## src/rtl/core/motor_run_supervisor_fsm_assert.svh

```systemverilog
// assertion macros, sampled on clk_i, off during reset
`ifndef MOTOR_RUN_SUPERVISOR_FSM_ASSERT_SVH
`define MOTOR_RUN_SUPERVISOR_FSM_ASSERT_SVH

// same-cycle property
`define MRS_ASSERT(lbl, ante, cons) \
  lbl: assert property (@(posedge clk_i) disable iff (!rst_ni) (ante) |-> (cons)) \
    else $error("assertion failed");

// next-cycle property
`define MRS_ASSERT_NEXT(lbl, ante, cons) \
  lbl: assert property (@(posedge clk_i) disable iff (!rst_ni) (ante) |=> (cons)) \
    else $error("assertion failed");

`endif

```

## src/rtl/core/mrs_pkg.sv

```systemverilog
package mrs_pkg;

  localparam int FreqW = 16;
  localparam int CfgW = 16;
  localparam int TimerBitsDefault = 16;
  localparam int StateCodeW = 3;

  localparam logic [CfgW-1:0] MinSafeFreqRst = 16'd0;
  localparam logic [CfgW-1:0] MinFreeFreqRst = 16'd65535;
  localparam logic [CfgW-1:0] StartTimeoutRst = 16'd100;
  localparam logic [CfgW-1:0] FinishTimeoutRst = 16'd100;

  typedef enum logic [1:0] {
    CFG_MIN_SAFE_FREQ  = 2'd0,
    CFG_MIN_FREE_FREQ  = 2'd1,
    CFG_START_TIMEOUT  = 2'd2,
    CFG_FINISH_TIMEOUT = 2'd3
  } cfg_idx_e;

  typedef enum logic [6:0] {
    ST_STOPPED     = 7'b0000001,
    ST_AUTO_START  = 7'b0000010,
    ST_AUTO        = 7'b0000100,
    ST_AUTO_FINISH = 7'b0001000,
    ST_MAN_START   = 7'b0010000,
    ST_MAN         = 7'b0100000,
    ST_CLEARING    = 7'b1000000
  } run_state_e;

  localparam logic [StateCodeW-1:0] RsStopped     = 3'd0;
  localparam logic [StateCodeW-1:0] RsAutoStart   = 3'd1;
  localparam logic [StateCodeW-1:0] RsAuto        = 3'd2;
  localparam logic [StateCodeW-1:0] RsAutoFinish  = 3'd3;
  localparam logic [StateCodeW-1:0] RsManStart    = 3'd4;
  localparam logic [StateCodeW-1:0] RsMan         = 3'd5;
  localparam logic [StateCodeW-1:0] RsClearing    = 3'd6;

  typedef struct packed {
    logic [FreqW-1:0] motor_freq;
    logic             manual_level;
    logic             manual_trip;
    logic             auto_trip;
  } in_beat_t;

  typedef struct packed {
    logic [StateCodeW-1:0] run_state;
    logic                  motor_enable;
    logic                  start_pulse;
    logic                  stop_pulse;
    logic                  debounce_pulse;
  } out_beat_t;

  typedef struct packed {
    logic [CfgW-1:0] min_safe_freq;
    logic [CfgW-1:0] min_free_freq;
    logic [CfgW-1:0] start_timeout;
    logic [CfgW-1:0] finish_timeout;
  } cfg_t;

  function automatic logic [StateCodeW-1:0] state_code(run_state_e st);
    logic [StateCodeW-1:0] code;
    case (st)
      ST_AUTO_START:  code = RsAutoStart;
      ST_AUTO:        code = RsAuto;
      ST_AUTO_FINISH: code = RsAutoFinish;
      ST_MAN_START:   code = RsManStart;
      ST_MAN:         code = RsMan;
      ST_CLEARING:    code = RsClearing;
      default:        code = RsStopped;
    endcase
    return code;
  endfunction

endpackage

```

## src/rtl/core/mrs_step.sv

```systemverilog
module mrs_step import mrs_pkg::*; #(
  parameter int TimerBits = TimerBitsDefault
) (
  input  run_state_e           state_i,
  input  logic [TimerBits-1:0] count_i,
  input  logic                 drive_i,
  input  cfg_t                 cfg_i,
  input  in_beat_t             beat_i,
  output run_state_e           state_o,
  output logic [TimerBits-1:0] count_o,
  output logic                 drive_o,
  output out_beat_t            beat_o
);

  localparam int CmpW = (TimerBits > CfgW) ? TimerBits : CfgW;

  logic [CmpW-1:0] cnt_ext;
  logic            safe, free_run, start_to, finish_to;
  logic            start_p, stop_p, clr;
  run_state_e      nxt;

  assign cnt_ext   = CmpW'(count_i);
  assign safe      = beat_i.motor_freq >= cfg_i.min_safe_freq;
  assign free_run  = beat_i.motor_freq >= cfg_i.min_free_freq;
  assign start_to  = cnt_ext > CmpW'(cfg_i.start_timeout);
  assign finish_to = cnt_ext > CmpW'(cfg_i.finish_timeout);

  always_comb begin
    nxt     = state_i;
    start_p = 1'b0;
    stop_p  = 1'b0;
    clr     = 1'b0;
    case (state_i)
      ST_AUTO_START: begin
        if (safe) begin
          nxt = ST_AUTO;
        end else if (start_to) begin
          nxt    = ST_STOPPED;
          stop_p = 1'b1;
        end
      end
      ST_AUTO: begin
        if (free_run) begin
          nxt = ST_AUTO_FINISH;
          clr = 1'b1;
        end else if (!safe) begin
          nxt    = ST_STOPPED;
          stop_p = 1'b1;
        end else if (beat_i.manual_trip) begin
          nxt = ST_MAN;
        end
      end
      ST_AUTO_FINISH: begin
        if (finish_to) begin
          nxt    = ST_STOPPED;
          stop_p = 1'b1;
        end else if (!free_run) begin
          nxt = ST_AUTO;
        end else if (beat_i.manual_trip) begin
          nxt = ST_MAN;
        end
      end
      ST_MAN_START: begin
        if (safe) begin
          nxt = ST_MAN;
        end else if (start_to || !beat_i.manual_level) begin
          nxt    = ST_STOPPED;
          stop_p = 1'b1;
        end
      end
      ST_MAN: begin
        if (!beat_i.manual_level) begin
          nxt    = ST_STOPPED;
          stop_p = 1'b1;
        end else if (!safe) begin
          nxt    = ST_CLEARING;
          stop_p = 1'b1;
        end
      end
      ST_CLEARING: begin
        if (!beat_i.manual_level) begin
          nxt    = ST_STOPPED;
          stop_p = 1'b1;
        end
      end
      default: begin
        // auto trip wins over manual
        if (beat_i.auto_trip) begin
          nxt     = ST_AUTO_START;
          start_p = 1'b1;
          clr     = 1'b1;
        end else if (beat_i.manual_level) begin
          nxt     = ST_MAN_START;
          start_p = 1'b1;
          clr     = 1'b1;
        end
      end
    endcase
  end

  assign state_o = nxt;
  assign drive_o = start_p | (drive_i & ~stop_p);
  assign count_o = clr ? '0 : ((&count_i) ? count_i : count_i + 1'b1);

  assign beat_o.run_state      = state_code(nxt);
  assign beat_o.motor_enable   = drive_o;
  assign beat_o.start_pulse    = start_p;
  assign beat_o.stop_pulse     = stop_p;
  assign beat_o.debounce_pulse = stop_p & (nxt == ST_STOPPED);

endmodule

```

## src/rtl/core/motor_run_supervisor_fsm.sv

```systemverilog
// channel   direction  handshake                 beat
// in        input      in_valid_i / in_stall_o   in_beat_i  (frequency, switch level, trips)
// out       output     out_valid_o / out_stall_i out_beat_o (state, enable, pulses)
// cfg       input      cfg_we_i                  cfg_addr_i, cfg_wdata_i
//
// one tick per cycle while in_stall_o is low; the result of a tick is registered
// the state update is a single pass from the state registers to the result register
// a skid register behind the result keeps in_stall_o registered, it rises once two
// results wait; reset stops the machine, clears the counter and drive, loads defaults
module motor_run_supervisor_fsm import mrs_pkg::*; #(
  parameter int TimerBits = TimerBitsDefault
) (
  input  logic            clk_i,
  input  logic            rst_ni,
  input  logic            in_valid_i,
  output logic            in_stall_o,
  input  in_beat_t        in_beat_i,
  output logic            out_valid_o,
  input  logic            out_stall_i,
  output out_beat_t       out_beat_o,
  input  logic            cfg_we_i,
  input  logic [1:0]      cfg_addr_i,
  input  logic [CfgW-1:0] cfg_wdata_i
);

  cfg_t                 cfg_q;
  run_state_e           state_q, state_d;
  logic [TimerBits-1:0] count_q, count_d;
  logic                 drive_q, drive_d;
  out_beat_t            res, out_q, skid_q;
  logic                 out_valid_q, skid_valid_q;
  logic                 acc, drain;
  logic                 stop_out_ok;

  assign acc   = in_valid_i & ~skid_valid_q;
  assign drain = out_valid_q & ~out_stall_i;

  always_ff @(posedge clk_i or negedge rst_ni) begin
    if (!rst_ni) begin
      cfg_q.min_safe_freq  <= MinSafeFreqRst;
      cfg_q.min_free_freq  <= MinFreeFreqRst;
      cfg_q.start_timeout  <= StartTimeoutRst;
      cfg_q.finish_timeout <= FinishTimeoutRst;
    end else if (cfg_we_i) begin
      case (cfg_idx_e'(cfg_addr_i))
        CFG_MIN_SAFE_FREQ:  cfg_q.min_safe_freq  <= cfg_wdata_i;
        CFG_MIN_FREE_FREQ:  cfg_q.min_free_freq  <= cfg_wdata_i;
        CFG_START_TIMEOUT:  cfg_q.start_timeout  <= cfg_wdata_i;
        CFG_FINISH_TIMEOUT: cfg_q.finish_timeout <= cfg_wdata_i;
        default: ;
      endcase
    end
  end

  mrs_step #(
    .TimerBits(TimerBits)
  ) u_step (
    .state_i(state_q),
    .count_i(count_q),
    .drive_i(drive_q),
    .cfg_i  (cfg_q),
    .beat_i (in_beat_i),
    .state_o(state_d),
    .count_o(count_d),
    .drive_o(drive_d),
    .beat_o (res)
  );

  always_ff @(posedge clk_i or negedge rst_ni) begin
    if (!rst_ni) begin
      state_q <= ST_STOPPED;
      count_q <= '0;
      drive_q <= 1'b0;
    end else if (acc) begin
      state_q <= state_d;
      count_q <= count_d;
      drive_q <= drive_d;
    end
  end

  always_ff @(posedge clk_i or negedge rst_ni) begin
    if (!rst_ni) begin
      out_valid_q  <= 1'b0;
      skid_valid_q <= 1'b0;
    end else if (skid_valid_q) begin
      if (drain) begin
        skid_valid_q <= 1'b0;
      end
    end else if (acc) begin
      if (!out_valid_q || drain) begin
        out_valid_q <= 1'b1;
      end else begin
        skid_valid_q <= 1'b1;
      end
    end else if (drain) begin
      out_valid_q <= 1'b0;
    end
  end

  always_ff @(posedge clk_i) begin
    if (skid_valid_q) begin
      if (drain) begin
        out_q <= skid_q;
      end
    end else if (acc) begin
      if (!out_valid_q || drain) begin
        out_q <= res;
      end else begin
        skid_q <= res;
      end
    end
  end

  assign in_stall_o  = skid_valid_q;
  assign out_valid_o = out_valid_q;
  assign out_beat_o  = out_q;

  assign stop_out_ok = out_q.stop_pulse && (out_q.run_state == RsStopped) && !out_q.motor_enable;

`include "motor_run_supervisor_fsm_assert.svh"

  `MRS_ASSERT(a_skid_behind_out, skid_valid_q, out_valid_q)
  `MRS_ASSERT_NEXT(a_start_drives, acc && res.start_pulse, drive_q)
  `MRS_ASSERT(a_debounce_on_stop, out_valid_q && out_q.debounce_pulse, stop_out_ok)

endmodule
```

## config.mk

```make
export PLATFORM = sky130hd
export DESIGN_NAME = motor_run_supervisor_fsm
export DESIGN_NICKNAME = d
export VERILOG_FILES = /design/src/rtl/core/mrs_pkg.sv /design/src/rtl/core/mrs_step.sv /design/src/rtl/core/motor_run_supervisor_fsm.sv
export VERILOG_INCLUDE_DIRS = /design/src /design/src/rtl/core
export SDC_FILE = /design/constraint.sdc
export NUM_CORES = 1
export LEC_CHECK = 0
export BUFFER_PORTS_ARGS = -buffer_cell sky130_fd_sc_hd__buf_2
export CELL_PAD_IN_SITES_DETAIL_PLACEMENT = 1
export CELL_PAD_IN_SITES_GLOBAL_PLACEMENT = 1
export CORE_MARGIN = 2
export CORE_UTILIZATION = 54
export CTS_BUF_LIST = sky130_fd_sc_hd__clkbuf_2 sky130_fd_sc_hd__clkbuf_4 sky130_fd_sc_hd__clkbuf_8
export CTS_CLUSTER_SIZE = 25
export DETAILED_ROUTE_END_ITERATION = 12
export PLACE_DENSITY_LB_ADDON = 0.1
export SETUP_SLACK_MARGIN = 0.4
export SKIP_LAST_GASP = 1
export SYNTH_ARGS = -nofsm -noshare
export SYNTH_HDL_FRONTEND = slang
export SYNTH_HIERARCHICAL = 1
export SYNTH_SLANG_ARGS = --single-unit
```

## constraint.sdc

```tcl
create_clock -name clk_i -period 4.8 [get_ports clk_i]
set_clock_uncertainty 0.05 [all_clocks]
set_input_delay 0.24 -clock clk_i [delete_from_list [all_inputs] [get_ports clk_i]]
set_output_delay 0.24 -clock clk_i [all_outputs]
set_load 0.01 [all_outputs]
```

==> results.sh, run 1 <==
export IMPL_required_ns=4.91
export IMPL_endpoint_kind="register"
export IMPL_drt_iter0_drc=208
export IMPL_postRouteAntennaNets=0
export IMPL_rows=39
export IMPL_area_growth_pct=8.81
export IMPL_fin_cells=793
export IMPL_cts_tree="built"
export IMPL_crit_fanout=8
export IMPL_p_leak_nw=3.35
export IMPL_crit_path_cell_trace="inv_1, ha_1, a21oi_1, o21a_1, o31ai_2, a2111oi_4, a21o_2, a221oi_1, a21oi_1, nor3_1, a41o_1, mux2_2"
export IMPL_synth_avg_cell_area_sq_um=10.9
export IMPL_crit_path_frequent_cell="a21oi_1"
export IMPL_ctsResizeCount=0
export IMPL_post_route_cell_area_sq_um=7030
export IMPL_r2r_slack_ns=1.14
export IMPL_first_global_vias=5167
export IMPL_vias_per_cell=5.94
export IMPL_die_h_um=113
export IMPL_fp_coreArea_sq_um=11600
export IMPL_combPwrFrac_pct=36.7
export IMPL_cts_setup_buffers=0
export IMPL_netlist_area_sq_um=6460
export IMPL_drive_gt1_share_pct=31.1
export IMPL_yosysWarnings=6
export IMPL_initial_utilization_pct=55.9
export IMPL_fp_dieW_um=113
export IMPL_placed_area_sq_um=6820
export IMPL_switching_share_pct=36.1
export IMPL_dp_hpwl_um=12100
export IMPL_insertion_delay_ns=0.40
export IMPL_slew_headroom_pct=38.3
export IMPL_htreeDepth=3
export IMPL_ys_flop_type="dfrtp_1"
export IMPL_postSynthCellCount=595
export IMPL_port_buffers=50
export IMPL_fin_util_pct=60.8
export IMPL_ys_async_sr_fraction_pct=86.5
export IMPL_antenna_found_initial=0
export IMPL_power_density_nw_per_um2=415
export IMPL_drc=0
export IMPL_critical_path_class="register to register"
export IMPL_vias=4713
export IMPL_synth_seq_area_share_pct=41.8
export IMPL_overflow=0
export IMPL_drv_cap=0
export IMPL_first_pass_iters=4
export IMPL_dp_cells=776
export IMPL_hold_path_depth=3
export IMPL_finish_net_count=752
export IMPL_synth_distinct_cells=60
export IMPL_min_from="out_stall_i"
export IMPL_startpoint_type="register"
export IMPL_maxClockFrequency_ghz=0.273
export IMPL_grtUsageTotal_pct=26.3
export IMPL_final_max_slew_viol_count=0
export IMPL_grt_setup_unrepaired="false"
export IMPL_clk_pin_slew_worst_paths_ns=0.10
export IMPL_status="finished clean"
export IMPL_numCtsBuffers=9
export IMPL_hold_end="in_stall_o$_DFF_PN0_"
export IMPL_regToRegEndpoint="out_beat_o[5]$_DFFE_PP_"
export IMPL_final_cell_mix="95 x mux2_2, 69 x inv_1, 67 x dfrtp_1"
export IMPL_clock_path_buffers=2
export IMPL_clock_root_buffer="clkbuf_8"
export IMPL_synth_edf_count=14
export IMPL_fin_crit_sh_pct=76.2
export IMPL_hold_path_class="primary input to register"
export IMPL_final_common_cell="mux2_2"
export IMPL_vdd_drop_max_uv=322
export IMPL_totalWireLength_um=15700
export IMPL_pwr_share_clk_pct=19.7
export IMPL_synth_seq_cells=104
export IMPL_detail_route_wl_per_cell_um=19.8
export IMPL_r2r_cells=12
export IMPL_dieArea_sq_um=12900
export IMPL_crit_slowest_cell="a2111oi_4"
export IMPL_place_congestion=0.856
export IMPL_grt_pass1_wl_um=26000
export IMPL_grt_max_degree=54
export IMPL_switching_power_mw=1.06
export IMPL_r2r_start="cfg_q[37]$_DFFE_PN1P_"
export IMPL_hold_viol=0
export IMPL_tns_ns=0
export IMPL_syn_num_nets=702
export IMPL_numClockSinks=104
export IMPL_io_pins=51
export IMPL_worstMarginPinSlew_ns=0.924
export IMPL_critical_path_arrival_ns=3.77
export IMPL_antenna_cells=0
export IMPL_min_period_ns=3.66
export IMPL_cp_slowest_stage_delay_ns=0.65
export IMPL_pwr_share_seq_pct=43.7
export IMPL_internal_power_mw=1.86
export IMPL_setup_viol=0
==> how the worst max path moves through the flow <==
stage | slack (ns) | depth (start not counted) | from | to
6_report | 1.14 | 12 | cfg_q[37]$_DFFE_PN1P_ | out_beat_o[5]$_DFFE_PP_
5_1_grt | 0.95 | 12 | cfg_q[37]$_DFFE_PN1P_ | out_beat_o[6]$_DFFE_PP_
4_1_cts | 1.14 | 10 | cfg_q[48]$_DFFE_PN0P_ | out_beat_o[5]$_DFFE_PP_
3_5_place_dp | 1.16 | 10 | cfg_q[48]$_DFFE_PN0P_ | out_beat_o[5]$_DFFE_PP_
3_3_place_gp | 1.30 | 12 | in_beat_i[3] | out_beat_o[6]$_DFFE_PP_
2_1_floorplan | 1.53 | 11 | cfg_q[32]$_DFFE_PN1P_ | out_beat_o[6]$_DFFE_PP_
==> registers in the layout, indices dropped and copies added, names as in the netlist <==
signal and count:
drive_q 1, out_beat_o 7, skid_q 7, in_stall_o 1, out_valid_o 1, state_q 7, count_q 16, cfg_q 64
==> power groups by stage <==
stage / Combinational [mW] / Sequential, mW / Clock, mW
final: 1.07 / 1.28 / 0.575
after global routing: 1.18 / 1.31 / 0.630
after CTS: 1.08 / 1.28 / 0.590
after detailed placement: 1.06 / 1.30 / 0
after global placement: 0.995 / 1.28 / 0
after floorplan: 0.785 / 1.26 / 0
==> through the flow <==
| step | power [mW] | worst slack [ns] | hold WS [ns] |
|---|---|---|---|
| global route | 3.12 | 0.953 | 0.0432 |
| CTS | 2.94 | 1.14 | 0.0264 |
| global placement | 2.27 | 1.30 | 0.193 |
| finish | 2.92 | 1.14 | 0.0432 |
| floorplan | 2.04 | 1.53 | -0.106 |
| detailed placement | 2.36 | 1.16 | 0.192 |
==> synthesized netlist by cell type (2+ instances only) <==
cell,n,area (sq um)
a2111oi_4,2,55.1
a211oi_1,2,15.0
a21boi_0,2,15.0
a21o_1,7,52.6
a21oi_1,36,180
a221o_1,2,20.0
and2_1,2,12.5
and3_1,6,37.5
buf_2,5,25.0
buf_4,4,30.0
clkbuf_1,3,11.3
dfrtp_1,67,1680
dfstp_2,23,604
edfxtp_1,14,420
ha_1,65,813
inv_1,69,259
mux2_2,95,1070
nand2_1,24,90.1
nand2b_1,5,31.3
nand3_1,10,50.1
nand3b_1,2,15.0
nand3b_2,2,22.5
nand4_1,20,125
nand4b_1,2,17.5
nor2_1,32,120
nor2b_1,9,56.3
nor3_1,14,70.1
nor4_1,3,18.8
o21a_1,9,67.6
o21ai_0,13,65.1
o22ai_1,2,12.5
o311ai_0,2,17.5
or2_2,2,12.5
or3_1,4,25.0
xnor2_1,3,26.3
xor2_1,9,78.8
==> what timing repair did <==
action                                 in CTS  in global routing
hold buffers                                1                  0
endpoints found under the hold margin      34                  0
setup endpoints to repair                   0                  0
==> cell type report <==
| cell class | instances | area (sq um) |
|---|---|---|
| multi-input combinational | 408 | 3420 |
| fill | 1270 | 4530 |
| sequential | 104 | 2700 |
| timing repair buffer | 53 | 278 |
| clock inverter | 6 | 63.8 |
| inverter | 69 | 259 |
| clock buffer | 10 | 138 |
| tap | 143 | 179 |
==> logic make-up after synthesis <==
family          share of synthesized area [%]
fa+ha+maj                                12.6
buf+inv                                  5.42
mux                                      16.5
flops                                    41.8
simple gates                             11.7
compound gates                           10.4
xor+xnor                                 1.63
==> critical path, delay by kind of cell, from the launching register on <==
family | cells | cell delay, ns
adder cells (fa/ha/maj) | 1 | 0.33
AO/OA/AOI/OAI | 8 | 2.04
buffers and inverters | 1 | 0.04
flip-flops | 1 | 0.55
multiplexers | 1 | 0.27
AND/OR/NAND/NOR | 1 | 0.13
==> metal layers <==
| metal | vias up | global-route usage (%) | wire length (um) | part of all wire [%] |
|---|---|---|---|---|
| met4 | 0 | 8.54 | 348 | 2.2 |
| met3 | 27 | 6.00 | 588 | 3.7 |
| met5 | - | 0 | 0 | 0 |
| met1 | 2355 | 31.9 | 6640 | 42 |
| met2 | 93 | 46.5 | 8160 | 52 |
| li1 | 2238 | - | - | - |
No activity file was read; power rests on OpenSTA's default activity.
==> run 2: changes to the inputs <==
--- a/config.mk
+++ b/config.mk
@@ -10,7 +10,7 @@
 export CELL_PAD_IN_SITES_DETAIL_PLACEMENT = 1
 export CELL_PAD_IN_SITES_GLOBAL_PLACEMENT = 1
 export CORE_MARGIN = 2
-export CORE_UTILIZATION = 54
+export CORE_UTILIZATION = 45
 export CTS_BUF_LIST = sky130_fd_sc_hd__clkbuf_2 sky130_fd_sc_hd__clkbuf_4 sky130_fd_sc_hd__clkbuf_8
 export CTS_CLUSTER_SIZE = 25
 export DETAILED_ROUTE_END_ITERATION = 12
==> constraint.sdc (replaced) <==
create_clock -name clk_i -period 3.3 [get_ports clk_i]
set_clock_uncertainty 0.05 [all_clocks]
set_input_delay 0.165 -clock clk_i [delete_from_list [all_inputs] [get_ports clk_i]]
set_output_delay 0.165 -clock clk_i [all_outputs]
set_load 0.01 [all_outputs]
==> run 2 against run 1 <==
The flow now finishes with violations (setup timing); non-clock buffer count up 36; clock-buffer cell count unchanged; first-iteration DRC count up 21%; die area up 19%; cell count up 9.2%; cell area up 8.6%; utilization down 6.0 points; sequential share of layout area down 3.0 points.
==> results.sh, run 2 (same netlist as run 1, synthesis figures left out) <==
export IMPL_status="finished, violations left"
export IMPL_failed_checks="setup timing"
export IMPL_clock_path_buffers=2
export IMPL_dp_hpwl_um=12200
export IMPL_cts_tree="built"
export IMPL_min_period_ns=3.36
export IMPL_fp_dieW_um=124
export IMPL_drv_cap=0
export IMPL_io_pins=51
export IMPL_grt_max_degree=65
export IMPL_grtUsageTotal_pct=22.8
export IMPL_combPwrFrac_pct=39.8
export IMPL_slew_headroom_pct=35.1
export IMPL_crit_slowest_cell="a221o_2"
export IMPL_overflow=0
export IMPL_totalWireLength_um=16300
export IMPL_finish_net_count=788
export IMPL_dp_cells=834
export IMPL_fin_util_pct=54.8
export IMPL_switching_power_mw=1.64
export IMPL_port_buffers=50
export IMPL_endpoint_kind="register"
export IMPL_clock_root_buffer="clkbuf_8"
export IMPL_drive_gt1_share_pct=38.3
export IMPL_top_regs="cfg_q (64), count_q (16)"
export IMPL_startpoint_type="register"
export IMPL_switching_share_pct=35.4
export IMPL_clk_pin_slew_worst_paths_ns=0.11
export IMPL_rows=43
export IMPL_final_max_slew_viol_count=0
export IMPL_first_global_vias=5252
export IMPL_place_congestion=0.917
export IMPL_critical_path_class="register to register"
export IMPL_grt_pass1_wl_um=26400
export IMPL_insertion_delay_ns=0.39
export IMPL_worstMarginPinSlew_ns=0.973
export IMPL_final_cell_mix="93 x mux2_2, 68 x inv_1, 65 x dfrtp_1"
export IMPL_pwr_share_clk_pct=20.2
export IMPL_htreeDepth=3
export IMPL_critical_path_arrival_ns=3.46
export IMPL_pre_cts_slack_ns=-0.123
export IMPL_detail_route_wl_per_cell_um=18.8
export IMPL_placed_area_sq_um=7070
export IMPL_antenna_found_initial=0
export IMPL_fill_cells=1532
export IMPL_largest_register_ffs=64
export IMPL_fin_cells=866
export IMPL_hold_viol=0
export IMPL_pwr_share_seq_pct=39.9
export IMPL_required_ns=3.40
export IMPL_die_h_um=124
export IMPL_hold_slack_ns=0.0198
export IMPL_crit_fanout=7
export IMPL_internal_power_mw=2.99
export IMPL_post_route_cell_area_sq_um=7640
export IMPL_numClockSinks=104
export IMPL_grt_setup_unrepaired="true"
export IMPL_maxClockFrequency_ghz=0.297
export IMPL_drc=0
export IMPL_hold_path_class="primary input to register"
export IMPL_vdd_drop_max_uv=309
export IMPL_drt_iter0_drc=252
export IMPL_crit_path_cell_trace="ha_1, nand2b_4, a2111oi_4, o311ai_2, a221o_2, nor4_1, nand2b_2, nor3_2, a41o_1, mux2_2"
export IMPL_fp_coreArea_sq_um=13900
export IMPL_cp_slowest_stage_delay_ns=0.48
export IMPL_postRouteAntennaNets=0
export IMPL_power_density_nw_per_um2=606
export IMPL_numCtsBuffers=9
export IMPL_regMostFlops="cfg_q"
export IMPL_antenna_cells=0
export IMPL_vias=4836
export IMPL_fin_crit_sh_pct=102
export IMPL_first_pass_iters=4
export IMPL_vias_per_cell=5.58
export IMPL_p_leak_nw=3.57
export IMPL_area_growth_pct=18.2
export IMPL_finalPower_mw=4.63
export IMPL_initial_utilization_pct=46.4
export IMPL_dieArea_sq_um=15300
export IMPL_worst_slack_ns=-0.0640
export IMPL_tns_ns=-0.145
export IMPL_final_common_cell="mux2_2"
export IMPL_setup_viol=3
[run 2: cell type report]
| type | instances | area [sq um] | share of cell area, % |
|---|---|---|---|
| clock buffer | 10 | 138 | 1.80 |
| clock inverter | 6 | 97.6 | 1.28 |
| inverter | 69 | 259 | 3.39 |
| multi-input combinational | 408 | 3630 | 47.5 |
| sequential | 104 | 2700 | 35.4 |
| tap | 180 | 225 | 2.95 |
| timing repair buffer | 89 | 586 | 7.67 |
[run 2: layer usage]
layer / track usage (%) / share of wire, % / up-vias
met4: 7.17 / 1.7 / 0
li1: - / - / 2314
met2: 39.5 / 50 / 73
met1: 29.2 / 46 / 2430
met5: 0 / 0 / -
met3: 3.43 / 2.5 / 19
[run 2: critical path: cells and delay by family (launching register included)]
family | cells | cell delay, ns
flops | 1 | 0.40
mux | 1 | 0.26
compound gates | 4 | 1.26
simple gates | 4 | 0.86
fa+ha+maj | 1 | 0.28
[run 2: worst paths after layout]
path | from | to | slack, ns | cells after the start
max | cfg_q[48]$_DFFE_PN0P_ | out_beat_o[5]$_DFFE_PP_ | -0.06 | 10
min reg2reg | cfg_q[57]$_DFFE_PN0P_ | cfg_q[57]$_DFFE_PN0P_ | 0.47 | 1
min | cfg_wdata_i[7] | cfg_q[7]$_DFFE_PN0P_ | 0.02 | 2
max reg2reg | cfg_q[48]$_DFFE_PN0P_ | out_beat_o[5]$_DFFE_PP_ | -0.06 | 10
max in group asynchronous | rst_ni | cfg_q[41]$_DFFE_PN1P_ | 2.02 | 3
min in group asynchronous | rst_ni | count_q[4]$_DFFE_PN0P_ | 0.34 | 2
[run 2: power by group through the flow]
stage / Sequential [mW] / Clock (mW) / Combinational (mW)
2_1_floorplan: 1.83 / 0 / 1.16
3_3_place_gp: 1.86 / 0 / 1.54
3_5_place_dp: 1.88 / 0 / 1.61
4_1_cts: 1.85 / 0.977 / 1.80
5_1_grt: 1.89 / 1.02 / 2.04
6_report: 1.85 / 0.937 / 1.85
[run 2: what timing repair did]
action | CTS | global route
buffers inserted | 8 | 2
hold buffers | 6 | 0
endpoints found under the hold margin | 49 | 0
resized for setup | 20 | 15
pin swaps | 12 | 3
endpoints found under the setup margin | 27 | 29
